<file path="src/hw/rtl/ite_pkg.sv">
package ite_pkg;

   localparam int HDR_BYTES  = 20;
   localparam int NUM_MATCH  = 7;
   localparam int NUM_REGS   = 8;
   localparam int CSR_IDX_W  = 3;
   localparam int NUM_WORDS  = 5;
   localparam int WORD_IDX_W = 3;
   localparam int Q_DEPTH    = 4;
   localparam int Q_PTR_W    = 2;

   localparam logic [CSR_IDX_W-1:0] REG_TARGET = 3'd7;
   localparam logic [7:0] VER_IHL    = 8'h45;
   localparam logic [7:0] PROTO_IPIP = 8'h04;

   localparam logic [31:0] REG_RESET [NUM_REGS] = '{
      32'h4039174A, 32'h4039174B, 32'h40391742, 32'h40391743,
      32'hAB184A69, 32'hAB184A6A, 32'h7F000001, 32'h4039174A
   };

   typedef enum logic [1:0] {
      ACT_PASS = 2'd0,
      ACT_WORD = 2'd1,
      ACT_DROP = 2'd2
   } ite_action_type;

   typedef struct packed {
      logic        has_header;
      logic [31:0] dest_addr;
      logic [31:0] src_addr;
      logic [7:0]  service_type;
      logic [15:0] ident;
      logic [7:0]  hop_limit;
      logic [15:0] packet_length;
      logic [15:0] spare_room;
   } ite_req_type;

   typedef struct packed {
      ite_action_type action;
      logic [31:0]    header_word;
      logic           last_word;
   } ite_rsp_type;

   // classified packet, everything the back end needs to emit it
   typedef struct packed {
      ite_action_type action;
      logic [7:0]     service_type;
      logic [15:0]    total_len;
      logic [15:0]    ident;
      logic [7:0]     hop_limit;
      logic [15:0]    check;
      logic [31:0]    src_addr;
      logic [31:0]    tgt_addr;
   } ite_desc_type;

   function automatic logic [31:0] hdr_word(ite_desc_type d, logic [WORD_IDX_W-1:0] idx);
      logic [31:0] w;
      case (idx)
         3'd0: w = {VER_IHL, d.service_type, d.total_len};
         3'd1: w = {d.ident, 16'h0000};
         3'd2: w = {d.hop_limit, PROTO_IPIP, d.check};
         3'd3: w = d.src_addr;
         default: w = d.tgt_addr;
      endcase
      return w;
   endfunction

endpackage

</file>
<file path="src/hw/rtl/ite_front.sv">
module ite_front (
   input  logic                           clock,
   input  logic                           reset,
   input  logic                           csr_we,
   input  logic [ite_pkg::CSR_IDX_W-1:0]  csr_index,
   input  logic [31:0]                    csr_wdata,
   input  logic                           req_push,
   input  ite_pkg::ite_req_type           req_data,
   output logic                           req_full,
   output logic                           desc_vld,
   output ite_pkg::ite_desc_type          desc_data,
   input  logic                           desc_full
);
   import ite_pkg::*;

   logic [31:0]    cfg_ff [NUM_REGS];

   logic           s1_vld_ff, s1_vld_in;
   ite_desc_type   s1_desc_ff, s1_desc_in;
   logic [17:0]    s1_suma_ff, s1_suma_in;
   logic [17:0]    s1_sumb_ff, s1_sumb_in;

   logic           s2_vld_ff, s2_vld_in;
   ite_desc_type   s2_desc_ff, s2_desc_in;

   logic           s1_rdy, s2_rdy, accept, hit, drop;
   logic [16:0]    total17;
   logic [18:0]    sum;
   logic [16:0]    fold1;
   logic [15:0]    fold2;

   always_ff @(posedge clock) begin
      if (reset) begin
         for (int i = 0; i < NUM_REGS; i++) begin
            cfg_ff[i] <= REG_RESET[i];
         end
      end else if (csr_we) begin
         cfg_ff[csr_index] <= csr_wdata;
      end
   end

   assign s2_rdy   = !s2_vld_ff || !desc_full;
   assign s1_rdy   = !s1_vld_ff || s2_rdy;
   assign req_full = !s1_rdy;
   assign accept   = req_push && s1_rdy;

   // stage 1: address match, room and length checks, partial checksums
   always_comb begin
      hit = 1'b0;
      for (int i = 0; i < NUM_MATCH; i++) begin
         if (cfg_ff[i] == req_data.dest_addr) hit = 1'b1;
      end
      total17 = {1'b0, req_data.packet_length} + 17'(HDR_BYTES);
      drop    = (req_data.spare_room < 16'(HDR_BYTES)) || total17[16];

      s1_desc_in.service_type = req_data.service_type;
      s1_desc_in.total_len    = total17[15:0];
      s1_desc_in.ident        = req_data.ident;
      s1_desc_in.hop_limit    = req_data.hop_limit;
      s1_desc_in.check        = 16'h0000;
      s1_desc_in.src_addr     = req_data.src_addr;
      s1_desc_in.tgt_addr     = cfg_ff[REG_TARGET];
      if (!req_data.has_header || !hit) begin
         s1_desc_in.action = ACT_PASS;
      end else if (drop) begin
         s1_desc_in.action = ACT_DROP;
      end else begin
         s1_desc_in.action = ACT_WORD;
      end

      s1_suma_in = 18'({VER_IHL, req_data.service_type}) + 18'(total17[15:0])
                 + 18'(req_data.ident) + 18'({req_data.hop_limit, PROTO_IPIP});
      s1_sumb_in = 18'(req_data.src_addr[31:16]) + 18'(req_data.src_addr[15:0])
                 + 18'(cfg_ff[REG_TARGET][31:16]) + 18'(cfg_ff[REG_TARGET][15:0]);
   end

   assign s1_vld_in = s1_rdy ? accept : 1'b1;

   // stage 2: end-around carry fold and complement
   always_comb begin
      sum   = 19'(s1_suma_ff) + 19'(s1_sumb_ff);
      fold1 = 17'(sum[18:16]) + 17'(sum[15:0]);
      fold2 = fold1[15:0] + 16'(fold1[16]);
      s2_desc_in       = s1_desc_ff;
      s2_desc_in.check = ~fold2;
   end

   assign s2_vld_in = s2_rdy ? s1_vld_ff : 1'b1;

   always_ff @(posedge clock) begin
      if (reset) begin
         s1_vld_ff <= 1'b0;
         s2_vld_ff <= 1'b0;
      end else begin
         s1_vld_ff <= s1_vld_in;
         s2_vld_ff <= s2_vld_in;
      end
   end

   always_ff @(posedge clock) begin
      if (s1_rdy) begin
         s1_desc_ff <= s1_desc_in;
         s1_suma_ff <= s1_suma_in;
         s1_sumb_ff <= s1_sumb_in;
      end
      if (s2_rdy) begin
         s2_desc_ff <= s2_desc_in;
      end
   end

   assign desc_vld  = s2_vld_ff;
   assign desc_data = s2_desc_ff;

endmodule

</file>
<file path="src/hw/rtl/ite_queue.sv">
module ite_queue (
   input  logic                  clock,
   input  logic                  reset,
   input  logic                  push,
   input  ite_pkg::ite_desc_type push_data,
   output logic                  full,
   input  logic                  pop,
   output logic                  empty,
   output ite_pkg::ite_desc_type head_data
);
   import ite_pkg::*;

   ite_desc_type       slot_ff [Q_DEPTH];
   logic [Q_PTR_W-1:0] wr_ptr_ff, wr_ptr_in;
   logic [Q_PTR_W-1:0] rd_ptr_ff, rd_ptr_in;
   logic [Q_PTR_W:0]   count_ff, count_in;
   logic               do_push, do_pop;

   assign full    = (count_ff == (Q_PTR_W+1)'(Q_DEPTH));
   assign empty   = (count_ff == '0);
   assign do_push = push && !full;
   assign do_pop  = pop && !empty;

   assign wr_ptr_in = do_push ? wr_ptr_ff + 1'b1 : wr_ptr_ff;
   assign rd_ptr_in = do_pop ? rd_ptr_ff + 1'b1 : rd_ptr_ff;
   assign count_in  = count_ff + (Q_PTR_W+1)'(do_push) - (Q_PTR_W+1)'(do_pop);

   always_ff @(posedge clock) begin
      if (reset) begin
         wr_ptr_ff <= '0;
         rd_ptr_ff <= '0;
         count_ff  <= '0;
      end else begin
         wr_ptr_ff <= wr_ptr_in;
         rd_ptr_ff <= rd_ptr_in;
         count_ff  <= count_in;
      end
   end

   always_ff @(posedge clock) begin
      if (do_push) begin
         slot_ff[wr_ptr_ff] <= push_data;
      end
   end

   assign head_data = slot_ff[rd_ptr_ff];

endmodule

</file>
<file path="src/hw/rtl/ite_back.sv">
module ite_back (
   input  logic                  clock,
   input  logic                  reset,
   input  logic                  q_empty,
   input  ite_pkg::ite_desc_type q_head,
   output logic                  q_pop,
   output logic                  rsp_empty,
   output ite_pkg::ite_rsp_type  rsp_data,
   input  logic                  rsp_pop
);
   import ite_pkg::*;

   localparam logic [WORD_IDX_W-1:0] LAST_IDX = WORD_IDX_W'(NUM_WORDS - 1);

   logic [WORD_IDX_W-1:0] idx_ff, idx_in;
   logic                  rsp_vld_ff, rsp_vld_in;
   ite_rsp_type           rsp_ff, rsp_in;
   logic                  load, take, last;

   // output register refills from the queue head whenever it is empty or being drained
   assign load = !rsp_vld_ff || rsp_pop;
   assign take = load && !q_empty;
   assign last = (q_head.action != ACT_WORD) || (idx_ff == LAST_IDX);

   assign q_pop = take && last;

   always_comb begin
      idx_in = idx_ff;
      if (take) begin
         idx_in = last ? '0 : idx_ff + 1'b1;
      end
      rsp_vld_in = take ? 1'b1 : (load ? 1'b0 : rsp_vld_ff);

      rsp_in.action      = q_head.action;
      rsp_in.header_word = (q_head.action == ACT_WORD) ? hdr_word(q_head, idx_ff) : 32'h0;
      rsp_in.last_word   = last;
   end

   always_ff @(posedge clock) begin
      if (reset) begin
         idx_ff     <= '0;
         rsp_vld_ff <= 1'b0;
      end else begin
         idx_ff     <= idx_in;
         rsp_vld_ff <= rsp_vld_in;
      end
   end

   always_ff @(posedge clock) begin
      if (take) begin
         rsp_ff <= rsp_in;
      end
   end

   assign rsp_empty = !rsp_vld_ff;
   assign rsp_data  = rsp_ff;

endmodule

</file>
<file path="src/hw/rtl/ipv4_tunnel_encapsulator_top.sv">
// IPv4 IP-in-IP tunnel header generator.
// req_ side: one packet descriptor per item, pushed with req_push while req_full is low.
// rsp_ side: results are read like a queue; the head item sits on rsp_data while
//   rsp_empty is low and leaves on rsp_pop. A packet that passes or is dropped gives one
//   item; an encapsulated packet gives five outer header words, the fifth marked last_word.
// csr_ side: eight 32-bit registers (seven match addresses, then the tunnel target),
//   written with csr_we, csr_index and csr_wdata; write only while the block is idle.
// Path: an accepted item passes two classify/checksum stages, then a 4-entry descriptor
//   queue, then the output register.
// Throughput: one pass or drop item per cycle while rsp_pop keeps draining the output;
//   an encapsulated packet feeds its words through the one-word output register one at a time.
// Reset: clears the pipeline, the queue and the output register and reloads the register
//   defaults; req_full is low and rsp_empty high right after reset.
// Stall: when rsp_pop stays low the head result holds, the queue fills and then req_full
//   rises; no item is lost and accepting resumes once the queue frees an entry.
module ipv4_tunnel_encapsulator_top (
   input  logic                          clock,
   input  logic                          reset,
   input  logic                          csr_we,
   input  logic [ite_pkg::CSR_IDX_W-1:0] csr_index,
   input  logic [31:0]                   csr_wdata,
   input  logic                          req_push,
   input  ite_pkg::ite_req_type          req_data,
   output logic                          req_full,
   output logic                          rsp_empty,
   output ite_pkg::ite_rsp_type          rsp_data,
   input  logic                          rsp_pop
);
   import ite_pkg::*;

   logic         desc_vld, q_full, q_empty, q_pop;
   ite_desc_type desc_data, q_head;

   ite_front u_front (
      .clock     (clock),
      .reset     (reset),
      .csr_we    (csr_we),
      .csr_index (csr_index),
      .csr_wdata (csr_wdata),
      .req_push  (req_push),
      .req_data  (req_data),
      .req_full  (req_full),
      .desc_vld  (desc_vld),
      .desc_data (desc_data),
      .desc_full (q_full)
   );

   ite_queue u_queue (
      .clock     (clock),
      .reset     (reset),
      .push      (desc_vld),
      .push_data (desc_data),
      .full      (q_full),
      .pop       (q_pop),
      .empty     (q_empty),
      .head_data (q_head)
   );

   ite_back u_back (
      .clock     (clock),
      .reset     (reset),
      .q_empty   (q_empty),
      .q_head    (q_head),
      .q_pop     (q_pop),
      .rsp_empty (rsp_empty),
      .rsp_data  (rsp_data),
      .rsp_pop   (rsp_pop)
   );

endmodule

</file>
<file path="config.mk">
export PLATFORM = sky130hd
export DESIGN_NAME = ipv4_tunnel_encapsulator_top
export DESIGN_NICKNAME = d
export VERILOG_FILES = /design/src/hw/rtl/ite_pkg.sv /design/src/hw/rtl/ite_front.sv /design/src/hw/rtl/ite_queue.sv /design/src/hw/rtl/ite_back.sv /design/src/hw/rtl/ipv4_tunnel_encapsulator_top.sv
export SDC_FILE = /design/constraint.sdc
export NUM_CORES = 1
export LEC_CHECK = 0
export ABC_CLOCK_PERIOD_IN_PS = 5800
export BUFFER_PORTS_ARGS = -buffer_cell sky130_fd_sc_hd__buf_2
export CAP_MARGIN = 10
export CELL_PAD_IN_SITES_DETAIL_PLACEMENT = 0
export CELL_PAD_IN_SITES_GLOBAL_PLACEMENT = 1
export CORE_ASPECT_RATIO = 0.5
export CORE_MARGIN = 2
export CORE_UTILIZATION = 55
export CTS_BUF_LIST = sky130_fd_sc_hd__clkbuf_4 sky130_fd_sc_hd__clkbuf_8
export DETAILED_ROUTE_END_ITERATION = 16
export PLACE_DENSITY_LB_ADDON = 0.15
export SYNTH_ARGS = -nofsm -noshare
export SYNTH_HDL_FRONTEND = slang
export SYNTH_SLANG_ARGS = --single-unit
</file>
<file path="constraint.sdc">
create_clock -name clock -period 5.8 [get_ports clock]
set_clock_uncertainty 0.1 [all_clocks]
set_input_delay 1.16 -clock clock [delete_from_list [all_inputs] [get_ports clock]]
set_output_delay 1.16 -clock clock [all_outputs]
set_load 0.01 [all_outputs]
</file>
# [Word-level counts from Yosys, hierarchy flattened]
# Memory sizes are Yosys's and may differ from the RTL's. A register that Yosys moved wholly into a read port is not among the register bits.
# Cells that the tools add are included.
[totals] register_bits=328 latchBits=0 mem_bits_rw=776 rom_bits=0 output_inout_bits=37 mem_count=2
[memory_table] name="u_queue.slot_ff" words=4 width=130 read_ports=1 rd_ports_with_merged_regs=1 write_ports=1 line="ite_queue.sv:13" source="ite_desc_type slot_ff [Q_DEPTH];"
[memory_table] name="u_front.cfg_ff" words=8 width=32 read_ports=8 rd_ports_with_merged_regs=0 write_ports=8 line="ite_front.sv:16" source="logic [31:0] cfg_ff [NUM_REGS];"
[classes] add_sub_neg=15 n_mul=0 div=0 n_lt_le_gt_ge=1 eq_ne=14 shifts=0 n_mux=26 n_bitwise=1 n_reduce_logical=23
[op_table] operator="$eq A32 B32 Y1" n=7
[op_table] operator="$pmux W32 S4" n=1
[op_table] operator="$add A18 B16 Y18" n=4
[op_table] operator="$mux W32" n=1
[op_table] operator="$reduce_or A32 Y1" n=1
[op_table] operator="$add A18 B18 Y19" n=1
[op_table] operator="$mux W1" n=19
[op_table] operator="$add A15 B16 Y17" n=1
[op_table] operator="$add A16 B16 Y17" n=1
[op_table] operator="$add A16 B5 Y17 const B" n=1
[op_table] operator="$add A3 B16 Y17" n=1
[op_table] operator="$add A16 B1 Y16" n=1
[op_table] operator="$lt A16 B5 Y1 const B" n=1
[op_table] operator="$not A16 Y16" n=1
[op_table] operator="$logic_not A1 Y1" n=8
[op_table] operator="$eq A3 B2 Y1 const B" n=2
[op_table] operator="$eq A3 B3 Y1 const B" n=2
[op_table] operator="$logic_not A3 Y1" n=2
[op_table] operator="$logic_or A1 B1 Y1" n=6
[op_table] operator="$mux W2" n=3
[op_table] operator="$mux W3" n=2
[op_table] operator="$logic_and A1 B1 Y1" n=5
[op_table] operator="$add A2 B1 Y2 const B" n=2
[op_table] operator="$add A3 B1 Y3" n=1
[op_table] operator="6 further kinds" n=6

# [Logic depth before layout (Yosys ltp)]
# An unclocked memory read counts as a cell.
[depth] ltp_word=11 depth_mapped=25

# [Modules after synthesis]
# A second synthesis with hierarchy kept.
[hier_totals] cells_unflattened=2694 hier_area_um2=46852.4
[by_module_without_submodules] module="ite_front" n_inst=1 cells_each=1770 area_each_um2=25356.8 seq_area_each_um2=16135.5
[by_module_without_submodules] module="ite_queue" n_inst=1 cells_each=730 area_each_um2=19328.5 seq_area_each_um2=15795.1
[by_module_without_submodules] module="ite_back" n_inst=1 cells_each=194 area_each_um2=2167.1 seq_area_each_um2=1131.1

# [Worst setup path after synthesis]
# No wires, ideal clock.
[synth_timing] path_kind="reg2out" start="register u_queue.count_ff[1]" end="output port req_full" t_arrival_ns=4.297 required_ns=4.540 path_slack_ns=0.243 stages_incl_launch_ff=5 path_cell_list="dfxtp_1 nor2_1 and3_1 nand2_1 inv_1"
[synth_via] elab_chain_cells=5
[synth_rtl] element="start: declaration" line="ite_queue.sv:16" source="logic [Q_PTR_W:0] count_ff, count_in;"
[synth_rtl] element="start signal: assignment" line="ite_queue.sv:36" source="count_ff <= count_in;"
[synth_rtl] element="$eq A3 B3 Y1" line="ite_queue.sv:19" source="assign full = (count_ff == (Q_PTR_W+1)'(Q_DEPTH));"
[synth_rtl] element="$logic_not A1 Y1" line="ite_front.sv:42" source="assign s2_rdy = !s2_vld_ff || !desc_full;"
[synth_rtl] element="$logic_or A1 B1 Y1" line="ite_front.sv:42"
[synth_rtl] element="$logic_or A1 B1 Y1" line="ite_front.sv:43" source="assign s1_rdy = !s1_vld_ff || s2_rdy;"
[synth_rtl] element="$logic_not A1 Y1" line="ite_front.sv:44" source="assign req_full = !s1_rdy;"
[synth_rtl] element="end: declaration" line="ipv4_tunnel_encapsulator_top.sv:24" source="output logic req_full,"
# Every way passes these cells.

==> results.md <==
- R2r startpoint: u_front.s1_suma_ff[7]
- Worst Hold Path Cells: 0
- Total chip power: 0.0225 W
- Share of the synthesized area in the top cell type: 0.697
- Relative slew slack: 0.241
- DRC viols: 0
- CP max-delay cell: edfxtp_1
- Synth area leader: edfxtp_1
- I/O pin count: 206
- Gate power share: 0.286
- Drt wl/cell: 26.3 microns
- Final Instance Area: 52500 sq um
- CTS tree: built
- Final Core Density: 0.624
- DP Wirelength: 72.6 mm
- Final Critical Period: 5.44 ns
- Max-slew violations: 0
- Finished Layout Cells: 4361
- Drt first-iter violations: 2681
- Placed insts: 4101
- Pwr dens: 429 nW/um^2
- Max cap viols: 0
- Synthesized Nets: 3125
- Hold violation total from the final report: 0
- Routed Antenna Nets: 0
- Required @ worst endpoint: 6.27 ns
- Share of cells above drive strength 1: 0.212
- Worst setup SP type: register
- Setup slack, reg-to-reg: 0.36 ns
- First-pass GRT wire length: 164 mm
- Core area: 84200 sq um
- Distinct cell type count of the synthesized netlist: 73
- Net Sw Power: 0.00712 W
- Clk root buf: clkbuf_8
- Arrival @ worst endpoint: 5.91 ns
- Die Height: 211 microns
- Cells after Synth: 2826
- HP Class: register to register
- Initial core utilization: 0.558
- Cts bufs inserted: 153
- Full die area: 87900 sq um
- Hold-fix buffers, CTS: 0
- Num rows: 75
- Flop pwr share: 0.453
- Final setup violation count: 0
- Vias/cell: 5.81
- Register area share after synthesis: 0.704
- Die width: 417 microns
- Clk_lat worst skew: 0.84 ns
- Yosys warns: 0
- Ys async rst share: 0
- Area contributors post-synth: edfxtp_1 (70%), mux4_2 (6.2%), xnor2_1 (3.0%), xor2_1 (3.0%), ha_1 (2.6%)
- Htree depth: 4
- Hold Slack: 0.297 ns
- Top delay family on crit path: compound AO/OA/AOI/OAI gates
- Leakage: 18.5 nW
- Measured slew at the worst slew-check pin: 1.12 ns
- Antenna violations before repair: 9
- CTS Buffer Depth: 3
- Placer Congestion: 0.857
- FF+latch count, synth: 1106
- CP Cell Sequence: ha_1, a21o_1, a21o_1, a41oi_2, o31ai_2, a21o_1, a21oi_1, o21ai_0, a21oi_1, xnor2_1, fa_1, nor2b_1, nor2_1, nor3_2, nand4_1, nor3_1, ha_1, ha_1, nand3_1, a2111oi_4, nand3_1, xnor2_1
- Final Cycle Share: 0.937
- Bufs and invs on worst path: 0
- Pre-antenna DRT Iters: 7
- Reg2reg end: u_front.desc_data[78]
- Vias: 25300
- Worst Hold Path EP: u_front.desc_data[42]
- Placement Cell Area: 49600 sq um
- Number of buffers added on ports: 203
- Cell Int Power: 0.0154 W
- RSZ-0062 raised after global routing: no
- Worst-case reg-to-reg path depth: 22
- Sinks on Clock Net: 1106
- Mean cell area of the mapped netlist: 16.6 sq um
- Setup CP Type: register to register
- Mapped Area: 47000 sq um
- Vias in the first global route: 24500
- Clock power frac: 0.261
- Outcome: complete, no violations
- Critical Path Max Stage Delay: 0.47 ns
- Max frequency: 184 MHz
- Area grow syn2layout: 11.8%
- Fill count: 6136
- Nets@finish: 3441
- Final WL: 115 mm
- Largest net degree at the start of global routing: 151
- Gr usage total: 0.263
- Nature of the critical path endpoint: register
- Overflow after GRT: 0
- Number of synthesized flops with an enable pin: 1091
- Sw Share: 0.316
- Top FF cell, synth: edfxtp_1
- Clock slew at reported path FFs: 0.07 ns
- Critical path peak fanout: 3
- Max VDD drop: 341 uV
- Hold_sp: u_front.s1_desc_ff[42]
[through the flow]
step | worst slack, ns | TNS [ns]
floorplan | 0.243 | 0
global placement | -0.0601 | -0.0601
detailed placement | -0.0813 | -0.0813
CTS | 0.203 | 0
global route | 0.0303 | 0
finish | 0.363 | 0
[final cells by class]
class,instances,area [sq um],share of cell area
timing repair buffer,278,1640,0.0313
clock inverter,48,345,0.00658
antenna,3,7.51,0.000143
sequential,1106,33100,0.630
inverter,156,591,0.0112
tap,1116,1400,0.0266
multi-input combinational,1447,12900,0.246
clock buffer,207,2530,0.0482
[cells by family after synthesis]
kind of cell	count (synthesis)	share of synthesized area
flip-flops	1106	0.704
AND/OR/NAND/NOR	586	0.0711
XOR/XNOR	325	0.0611
AO/OA/AOI/OAI	276	0.0400
buffers and inverters	273	0.0221
multiplexers	130	0.0623
adder cells (fa/ha/maj)	130	0.0396
[sequential cells by signal, summed over array words and instances (netlist names), named ones only]
signal and count:
u_front.s1_desc_ff 114, u_back.idx_ff 3, u_back.rsp_vld_ff 1, u_queue.rd_ptr_ff 2, u_front.desc_vld 1, u_front.s1_sumb_ff 18, u_front.cfg_ff 256, u_queue.count_ff 3
u_queue.wr_ptr_ff 2, u_front.desc_data 130, u_queue.slot_ff 520, u_front.s1_suma_ff 18, u_front.s1_vld_ff 1, u_back.rsp_data 35
[worst register-to-register path, stage by stage (launching register included)]
cell       delay, ns
edfxtp_1        0.47
ha_1            0.33
a21o_1          0.22
a21o_1          0.21
a41oi_2         0.25
o31ai_2         0.11
a21o_1          0.19
a21oi_1         0.21
o21ai_0         0.12
a21oi_1         0.25
xnor2_1         0.18
fa_1            0.47
nor2b_1         0.17
nor2_1          0.09
nor3_2          0.19
nand4_1         0.17
nor3_1          0.26
ha_1            0.22
ha_1            0.17
nand3_1         0.15
a2111oi_4       0.40
nand3_1         0.13
xnor2_1         0.16
[how the worst max path moves through the flow]
stage	cells after the start	slack [ns]	start	end
after CTS	25	0.20	u_front.s1_suma_ff[0]	u_front.desc_data[79]
after global placement	23	-0.06	req_data[80]	u_front.s1_sumb_ff[16]
after floorplan	4	0.24	u_queue.count_ff[1]	req_full
after detailed placement	23	-0.08	req_data[80]	u_front.s1_sumb_ff[16]
final	22	0.36	u_front.s1_suma_ff[7]	u_front.desc_data[78]
after global routing	22	0.03	u_front.s1_sumb_ff[2]	u_front.desc_data[78]
[metal layers]
layer / up-vias / routed length, microns / track usage
met5: - / 35 / 0
met4: 6 / 3100 / 0.0838
met3: 169 / 9780 / 0.0668
met2: 1018 / 52300 / 0.400
met1: 12800 / 49600 / 0.378
li1: 11300 / - / -
[cell usage after synthesis, types with 4 or more instances]
master    number
nor3_1        27
nand4_1       37
o21bai_1       4
nor4_1        43
buf_1         13
or3_1         75
edfxtp_1    1091
xnor2_1      161
o211ai_2       4
ha_1          99
o31ai_1        4
a211o_1        4
nand2_1       57
o21ai_0       33
nor2b_1       17
xor2_1       161
nor2_1        68
o21a_1         5
a21oi_1       92
and3_1        10
nand3_1       26
fa_1          31
buf_2          4
a22oi_1       60
inv_1        156
mux4_2       130
a211oi_1       7
a21o_1        17
and2_1       169
a31oi_1        6
clkbuf_1      99
nand2b_1      33
dfxtp_1       15
or2_2         10
[power by group through the flow]
| stage | sequential (W) | combinational (W) | clock (W) |
|---|---|---|---|
| global route | 0.0103 | 0.00702 | 0.00630 |
| CTS | 0.0102 | 0.00642 | 0.00599 |
| detailed placement | 0.0104 | 0.00637 | 0 |
| finish | 0.0102 | 0.00644 | 0.00587 |
| floorplan | 0.0103 | 0.00438 | 0 |
| global placement | 0.0103 | 0.00635 | 0 |
[what timing repair did]
item / CTS / global route
setup buffers: 0 / 2
setup endpoints to repair: 0 / 5
resized for setup: 0 / 4
[cell usage in the layout (no fill, tap or decap), types with 5 or more instances in the layout]
| cell | instances |
|---|---|
| nand4_1 | 37 |
| buf_12 | 5 |
| nor2_1 | 68 |
| ha_1 | 97 |
| clkbuf_8 | 156 |
| nor2b_1 | 14 |
| a31oi_1 | 6 |
| xnor2_1 | 161 |
| xor2_1 | 161 |
| and2_1 | 165 |
| nand2b_1 | 32 |
| buf_2 | 203 |
| edfxtp_1 | 1091 |
| o21a_1 | 5 |
| and3_1 | 10 |
| nand2_1 | 56 |
| a211oi_1 | 7 |
| nor4_1 | 42 |
| a21oi_1 | 91 |
| clkbuf_4 | 51 |
| fa_1 | 31 |
| nor3_1 | 25 |
| or2_2 | 10 |
| a21o_1 | 17 |
| mux4_2 | 130 |
| or3_1 | 75 |
| nand3_1 | 26 |
| clkinv_2 | 6 |
| o21ai_0 | 32 |
| inv_1 | 154 |
| dfxtp_1 | 13 |
| clkinv_1 | 27 |
| buf_4 | 70 |
| a22oi_1 | 60 |
Note: power is estimated with default switching activity, not from simulation.
